### config.mk
export PLATFORM = sky130hd
export DESIGN_NAME = base64_stream_encoder
export DESIGN_NICKNAME = d
export VERILOG_FILES = /design/src/rtl/b64enc_pkg.sv /design/src/rtl/base64_stream_encoder.sv /design/src/rtl/b64enc_front.sv /design/src/rtl/b64enc_queue.sv /design/src/rtl/b64enc_back.sv
export SDC_FILE = /design/constraint.sdc
export NUM_CORES = 1
export LEC_CHECK = 0
export BUFFER_PORTS_ARGS = -buffer_cell sky130_fd_sc_hd__buf_4
export CAP_MARGIN = 5
export CORE_MARGIN = 4
export CORE_UTILIZATION = 44
export CTS_BUF_LIST = sky130_fd_sc_hd__clkbuf_16
export DETAILED_ROUTE_END_ITERATION = 8
export SLEW_MARGIN = 20
export SYNTH_ARGS = -nofsm -noshare
export SYNTH_HDL_FRONTEND = slang
export SYNTH_SLANG_ARGS = --single-unit
### constraint.sdc
create_clock -name aclk -period 3 [get_ports aclk]
set_input_delay 0.15 -clock aclk [delete_from_list [all_inputs] [get_ports aclk]]
set_output_delay 0.15 -clock aclk [all_outputs]
set_load 0.01 [all_outputs]
### src/rtl/b64enc_pkg.sv
package b64enc_pkg;

    localparam int QUEUE_DEPTH_DEF = 2;

    localparam logic [6:0] PAD_CHAR = 7'h3D;

    // Number of '=' characters that close a group.
    typedef enum logic [1:0] {
        PADS_NONE = 2'd0,
        PADS_ONE  = 2'd1,
        PADS_TWO  = 2'd2
    } pads_t;

    // Position of a character within its group of four.
    typedef enum logic [1:0] {
        CHAR_0 = 2'd0,
        CHAR_1 = 2'd1,
        CHAR_2 = 2'd2,
        CHAR_3 = 2'd3
    } char_idx_t;

    typedef enum logic [1:0] {
        PHASE_EMPTY = 2'd0,
        PHASE_ONE   = 2'd1,
        PHASE_TWO   = 2'd2
    } phase_t;

    // One group of three bytes, first byte in the top bits.
    typedef struct packed {
        logic [23:0] word;
        pads_t       pads;
        logic        last;
    } group_t;

    // Alphabet lookup for one sextet.
    function automatic logic [6:0] b64_char(input logic [5:0] v);
        logic [6:0] w;
        w = {1'b0, v};
        if (v < 6'd26) begin
            b64_char = 7'h41 + w;
        end else if (v < 6'd52) begin
            b64_char = 7'h61 + (w - 7'd26);
        end else if (v < 6'd62) begin
            b64_char = 7'h30 + (w - 7'd52);
        end else if (v == 6'd62) begin
            b64_char = 7'h2B;
        end else begin
            b64_char = 7'h2F;
        end
    endfunction

endpackage

### src/rtl/base64_stream_encoder.sv
// Order: the beat that completes a group writes it into the group queue; its first character
// is then registered on the master side, and the others follow one per cycle when taken.
// Throughput: one byte beat per cycle until the group queue fills; the character unit emits
// one character per cycle while the downstream side takes beats.
// Reset: aresetn is synchronous and active low; it empties the queue, clears the group phase
// and drops m_tvalid. The pending bytes hold no reset value.
module base64_stream_encoder #(
    parameter int QUEUE_DEPTH = b64enc_pkg::QUEUE_DEPTH_DEF
) (
    input  logic       aclk,
    input  logic       aresetn,
    // Byte input.
    input  logic       s_tvalid,
    output logic       s_tready,
    input  logic [7:0] s_tdata,   // [7:0] data_byte
    input  logic       s_tlast,   // final_byte: last byte of the message
    // Character output.
    output logic       m_tvalid,
    input  logic       m_tready,
    output logic [7:0] m_tdata,   // [6:0] out_char, [7] zero
    output logic       m_tlast,   // run_last: fourth character of a group
    output logic [0:0] m_tuser    // [0] message_end
);

    // The front gathers bytes into groups of three and decides the padding. A finished
    // group goes into a short queue, so the front can keep taking beats while the back
    // unit is still spelling out an earlier group.
    b64enc_pkg::group_t push_group;
    b64enc_pkg::group_t q_head;
    logic               push;
    logic               pop;
    logic               q_full;
    logic               q_not_empty;
    logic               msg_end;

    b64enc_front u_front (
        .aclk       (aclk),
        .aresetn    (aresetn),
        .in_valid   (s_tvalid),
        .in_byte    (s_tdata),
        .in_final   (s_tlast),
        .q_full     (q_full),
        .in_ready   (s_tready),
        .push       (push),
        .push_group (push_group)
    );

    b64enc_queue #(
        .DEPTH (QUEUE_DEPTH)
    ) u_queue (
        .aclk       (aclk),
        .aresetn    (aresetn),
        .push       (push),
        .push_group (push_group),
        .pop        (pop),
        .full       (q_full),
        .not_empty  (q_not_empty),
        .head       (q_head)
    );

    // The back unit steps through the four sextets of the head group, one per cycle while the
    // output register can advance: when it is empty or the downstream side takes a beat.
    b64enc_back u_back (
        .aclk        (aclk),
        .aresetn     (aresetn),
        .q_not_empty (q_not_empty),
        .q_head      (q_head),
        .pop         (pop),
        .out_valid   (m_tvalid),
        .out_ready   (m_tready),
        .out_data    (m_tdata),
        .out_last    (m_tlast),
        .out_end     (msg_end)
    );

    assign m_tuser = msg_end;

endmodule

### src/rtl/b64enc_front.sv
module b64enc_front (
    input  logic                  aclk,
    input  logic                  aresetn,
    input  logic                  in_valid,
    input  logic [7:0]            in_byte,
    input  logic                  in_final,
    input  logic                  q_full,
    output logic                  in_ready,
    output logic                  push,
    output b64enc_pkg::group_t    push_group
);

    b64enc_pkg::phase_t phase_reg, phase_next;
    logic [7:0]         p0_reg, p0_next;
    logic [7:0]         p1_reg, p1_next;
    logic               accept;

    assign in_ready = !q_full;
    assign accept   = in_valid && in_ready;

    always_ff @(posedge aclk) begin
        if (!aresetn) begin
            phase_reg <= b64enc_pkg::PHASE_EMPTY;
        end else begin
            phase_reg <= phase_next;
        end
    end

    always_ff @(posedge aclk) begin
        p0_reg <= p0_next;
        p1_reg <= p1_next;
    end

    always_comb begin
        phase_next      = phase_reg;
        p0_next         = p0_reg;
        p1_next         = p1_reg;
        push            = 1'b0;
        push_group.word = {p0_reg, p1_reg, in_byte};
        push_group.pads = b64enc_pkg::PADS_NONE;
        push_group.last = in_final;
        if (accept) begin
            unique case (phase_reg)
                b64enc_pkg::PHASE_ONE: begin
                    if (in_final) begin
                        push            = 1'b1;
                        push_group.word = {p0_reg, in_byte, 8'h00};
                        push_group.pads = b64enc_pkg::PADS_ONE;
                        phase_next      = b64enc_pkg::PHASE_EMPTY;
                    end else begin
                        p1_next    = in_byte;
                        phase_next = b64enc_pkg::PHASE_TWO;
                    end
                end
                b64enc_pkg::PHASE_TWO: begin
                    push       = 1'b1;
                    phase_next = b64enc_pkg::PHASE_EMPTY;
                end
                default: begin
                    if (in_final) begin
                        push            = 1'b1;
                        push_group.word = {in_byte, 16'h0000};
                        push_group.pads = b64enc_pkg::PADS_TWO;
                        phase_next      = b64enc_pkg::PHASE_EMPTY;
                    end else begin
                        p0_next    = in_byte;
                        phase_next = b64enc_pkg::PHASE_ONE;
                    end
                end
            endcase
        end
    end

endmodule

### src/rtl/b64enc_queue.sv
module b64enc_queue #(
    parameter int DEPTH = b64enc_pkg::QUEUE_DEPTH_DEF
) (
    input  logic               aclk,
    input  logic               aresetn,
    input  logic               push,
    input  b64enc_pkg::group_t push_group,
    input  logic               pop,
    output logic               full,
    output logic               not_empty,
    output b64enc_pkg::group_t head
);

    localparam int PTR_W = $clog2(DEPTH);
    localparam int CNT_W = $clog2(DEPTH + 1);

    b64enc_pkg::group_t mem [DEPTH];
    logic [PTR_W-1:0]   wr_ptr_reg, wr_ptr_next;
    logic [PTR_W-1:0]   rd_ptr_reg, rd_ptr_next;
    logic [CNT_W-1:0]   count_reg, count_next;
    logic               do_push, do_pop;

    assign full      = (count_reg == CNT_W'(DEPTH));
    assign not_empty = (count_reg != '0);
    assign do_push   = push && !full;
    assign do_pop    = pop && not_empty;
    assign head      = mem[rd_ptr_reg];

    always_comb begin
        wr_ptr_next = wr_ptr_reg;
        rd_ptr_next = rd_ptr_reg;
        count_next  = count_reg;
        if (do_push) begin
            wr_ptr_next = (wr_ptr_reg == PTR_W'(DEPTH - 1)) ? '0 : wr_ptr_reg + 1'b1;
        end
        if (do_pop) begin
            rd_ptr_next = (rd_ptr_reg == PTR_W'(DEPTH - 1)) ? '0 : rd_ptr_reg + 1'b1;
        end
        if (do_push && !do_pop) begin
            count_next = count_reg + 1'b1;
        end else if (do_pop && !do_push) begin
            count_next = count_reg - 1'b1;
        end
    end

    always_ff @(posedge aclk) begin
        if (!aresetn) begin
            wr_ptr_reg <= '0;
            rd_ptr_reg <= '0;
            count_reg  <= '0;
        end else begin
            wr_ptr_reg <= wr_ptr_next;
            rd_ptr_reg <= rd_ptr_next;
            count_reg  <= count_next;
        end
    end

    always_ff @(posedge aclk) begin
        if (do_push) begin
            mem[wr_ptr_reg] <= push_group;
        end
    end

endmodule

### src/rtl/b64enc_back.sv
module b64enc_back (
    input  logic               aclk,
    input  logic               aresetn,
    input  logic               q_not_empty,
    input  b64enc_pkg::group_t q_head,
    output logic               pop,
    output logic               out_valid,
    input  logic               out_ready,
    output logic [7:0]         out_data,
    output logic               out_last,
    output logic               out_end
);

    b64enc_pkg::char_idx_t idx_reg, idx_next;
    logic                  valid_reg, valid_next;
    logic [6:0]            char_reg, char_next;
    logic                  last_reg, last_next;
    logic                  end_reg, end_next;
    logic                  load;
    logic [5:0]            sextet;
    logic                  is_pad;

    assign load = q_not_empty && (!valid_reg || out_ready);
    assign pop  = load && (idx_reg == b64enc_pkg::CHAR_3);

    always_comb begin
        unique case (idx_reg)
            b64enc_pkg::CHAR_0: sextet = q_head.word[23:18];
            b64enc_pkg::CHAR_1: sextet = q_head.word[17:12];
            b64enc_pkg::CHAR_2: sextet = q_head.word[11:6];
            default:            sextet = q_head.word[5:0];
        endcase
        is_pad = ((idx_reg == b64enc_pkg::CHAR_3) && (q_head.pads != b64enc_pkg::PADS_NONE))
              || ((idx_reg == b64enc_pkg::CHAR_2) && (q_head.pads == b64enc_pkg::PADS_TWO));
    end

    always_comb begin
        idx_next   = idx_reg;
        valid_next = valid_reg;
        char_next  = char_reg;
        last_next  = last_reg;
        end_next   = end_reg;
        if (load) begin
            valid_next = 1'b1;
            char_next  = is_pad ? b64enc_pkg::PAD_CHAR : b64enc_pkg::b64_char(sextet);
            last_next  = (idx_reg == b64enc_pkg::CHAR_3);
            end_next   = (idx_reg == b64enc_pkg::CHAR_3) && q_head.last;
            idx_next   = b64enc_pkg::char_idx_t'(idx_reg + 2'd1);
        end else if (out_ready) begin
            valid_next = 1'b0;
        end
    end

    always_ff @(posedge aclk) begin
        if (!aresetn) begin
            idx_reg   <= b64enc_pkg::CHAR_0;
            valid_reg <= 1'b0;
        end else begin
            idx_reg   <= idx_next;
            valid_reg <= valid_next;
        end
    end

    always_ff @(posedge aclk) begin
        char_reg <= char_next;
        last_reg <= last_next;
        end_reg  <= end_next;
    end

    assign out_valid = valid_reg;
    assign out_data  = {1'b0, char_reg};
    assign out_last  = last_reg;
    assign out_end   = end_reg;

endmodule

==> run metrics <==
detailed placement HPWL=5.70 mm; Hold Path Class=input port to flop; Mapped Avg Cell Area=13.2 sq um; Tcrit/Tclk final=91.0%; Synth area leader=edfxtp_1; total grt overflow=0; GRT Util Overall=15.2%; Filler cells=795; clk slew on worst S/H paths=0.06 ns; RR Endpoint=u_back.char_reg[3]$_SDFFCE_PP1P_; Post-Place Cell Area=4490 sq um; CTS buffer count=9; Initial DRT Pass Iterations=4; top_reg_cell synth=edfxtp_1; most common cell in the netlist=edfxtp_1; static leakage power=1.75 nW; synth top area cells=edfxtp_1 (57%), dfxtp_1 (4.8%), mux2i_1 (4.3%), ha_1 (3.0%), a22oi_1 (2.9%); ant diodes=0; CTS tree=done; Avg WL per Cell=16.5 um; crit path DAT=2.81 ns; Initial Util=45.0%; fin. max-slew vios=0; via/cell ratio=5.25; Hold EP=u_front.p1_reg[7]$_DFFE_PP_; chip height=105 um; worst-case clock buffer depth=2; RSZ-0062 raised after global routing=no; clock share of power=38.2%; Largest register FFs=54; skew final=0.00555 ns; Setup crit end kind=flop; Residual DRC=0; first-pass GRT wire length=13.0 mm; initial drt markers=96; Sequential Area=2570 sq um; Worst Max-Slew Pin Slew=0.699 ns; Mapped Area=4160 sq um; required time worst endpoint=3.08 ns; H-tree depth=3; critical path launch point type=flop; Worst Hold Launch=s_tdata[7]; FP Rows=35; share of cells above drive strength 1=17.7%; final wirelength=7.88 mm; combinational share of power=18.2%; syn_nets=338; antenna violations before repair=0; Area growth syn-to-layout=16.3%; Setup-failing EPs final=0; GP Congestion=0.783; fmax=0.366 GHz; Layout Utilization=52.3%; Finished Cell Area=4840 sq um; Reg power frac=43.6%; synth warn=0; status=finished, final reports clean; largest net degree at the start of global routing=24; Die Wd=105 um; multi-input logic area=1460 sq um; Hold Fails Final Rpt=0; max cap viols=0; Net Sw Frac=25.2%; Pint=0.00253 W; setup_tns=0 ns; Post-DRT Antenna Nets=0; worst skew pair latency=0.34 ns; core area=9240 sq um; postcts setup bufs=0; Seq/Total Area, Yosys=61.9%; most instantiated cells after synthesis=edfxtp_1 (79), nand2_1 (26), nor2_1 (19), and2_1 (18), mux2i_1 (18); relative slew slack=53.2%; R2R setup slack=0.27 ns; P per Cell Area=700 nW/um^2; I/O pin cnt=25; number of nets in the layout=368; minimum clock period=2.73 ns; WS Path Type=flop to flop; RR Startpoint=u_back.idx_reg[0]$_SDFFE_PN0P_; vias in the first global route=2516; Num Clock Sinks=89; Yosys cell types=56; CTS root buf=clkbuf_16; Max Fanout on Critical Path=14; Die Footprint=11100 sq um; hold depth=1; P_sw=0.000852 W; CTS Hold Bufs=0; cells on worst reg2reg path=8; Yosys top cell area share=57.1%; Mapped Cells=315; peak supply drop=0.000376 V; asr flop ratio synth=0%; via count=2515; Yosys reg bits=89; Port-buffer cells=23; Post-synth EDFFs=79; CTS-repair resized insts=0
==> worst max-delay path, cell delays in order (launching register included) <==
cell	delay [ns]
dfxtp_1	0.33
inv_1	0.11
ha_1	0.48
a22oi_1	0.17
and3_1	0.22
a211oi_4	0.49
o21ai_0	0.15
a2111oi_0	0.40
o21ai_1	0.11
==> how the worst max path moves through the flow <==
stage                                       from                               end  slack (ns)
3_5_place_dp      u_back.idx_reg[0]$_SDFFE_PN0P_  u_back.char_reg[3]$_SDFFCE_PP1P_        0.30
3_3_place_gp      u_back.idx_reg[0]$_SDFFE_PN0P_  u_back.char_reg[3]$_SDFFCE_PP1P_        0.40
2_1_floorplan  u_queue.count_reg[0]$_SDFFE_PN0P_       u_queue.mem[0][0]$_DFFE_PP_        0.43
5_1_grt           u_back.idx_reg[0]$_SDFFE_PN0P_  u_back.char_reg[3]$_SDFFCE_PP1P_        0.07
6_report          u_back.idx_reg[0]$_SDFFE_PN0P_  u_back.char_reg[3]$_SDFFCE_PP1P_        0.27
4_1_cts           u_back.idx_reg[0]$_SDFFE_PN0P_  u_back.char_reg[3]$_SDFFCE_PP1P_        0.29
==> power groups by stage <==
stage	clock (W)	combinational (W)	sequential (W)
4_1_cts	0.00132	0.000621	0.00148
6_report	0.00129	0.000616	0.00147
3_5_place_dp	0	0.000619	0.00150
2_1_floorplan	0	0.000439	0.00151
3_3_place_gp	0	0.000611	0.00150
5_1_grt	0.00138	0.000687	0.00148
==> layout make-up <==
class	instances	area share (%)
clock buffer	9	4.66
clock inverter	7	2.56
inverter	11	0.854
multi-input combinational	202	30.2
sequential	89	53.2
tap	129	3.34
timing repair buffer	32	5.23
==> metrics by stage <==
stage | instances | hold slack, ns | power, W | worst slack (ns)
after floorplan | 315 | 0.249 | 0.00195 | 0.429
after global placement | 463 | 0.365 | 0.00211 | 0.396
final | 479 | 0.0204 | 0.00338 | 0.269
after CTS | 479 | 0.0128 | 0.00342 | 0.290
after detailed placement | 463 | 0.367 | 0.00212 | 0.304
after global routing | 479 | 0.0102 | 0.00355 | 0.0705
==> layer usage <==
metal / routed length [um] / track usage, %
met5: 0 / 0
met3: 189 / 3.37
met2: 3900 / 24.7
met4: 73 / 5.34
met1: 3720 / 20.2
==> layout by cell type, fill, tap and decap left out, types with 3 or more instances in the layout <==
cell,n
o211ai_1,3
a22oi_1,16
o311a_1,3
xnor2_1,3
buf_4,31
nand3_1,9
a211o_1,3
a211oi_1,3
nand2_1,26
and2_1,18
o21ai_0,13
nor2_1,17
bufinv_16,3
nor2b_1,5
mux2i_1,18
inv_6,3
edfxtp_1,79
ha_1,10
a22o_1,6
a21oi_1,5
nor3_1,6
inv_1,10
clkbuf_16,9
dfxtp_1,10
==> logic make-up (layout without fill, tap and decap cells) <==
kind of cell	count (synthesis)	in the layout	share of synthesized area, %
multiplexers	19	19	4.60
buffers and inverters	24	59	3.16
AND/OR/NAND/NOR	94	94	11.2
flip-flops	89	89	61.9
AO/OA/AOI/OAI	73	73	15.0
other	1	1	0.0902
adder cells (fa/ha/maj)	10	10	3.01
XOR/XNOR	5	5	1.05
No activity file was read; power rests on OpenSTA's default activity.
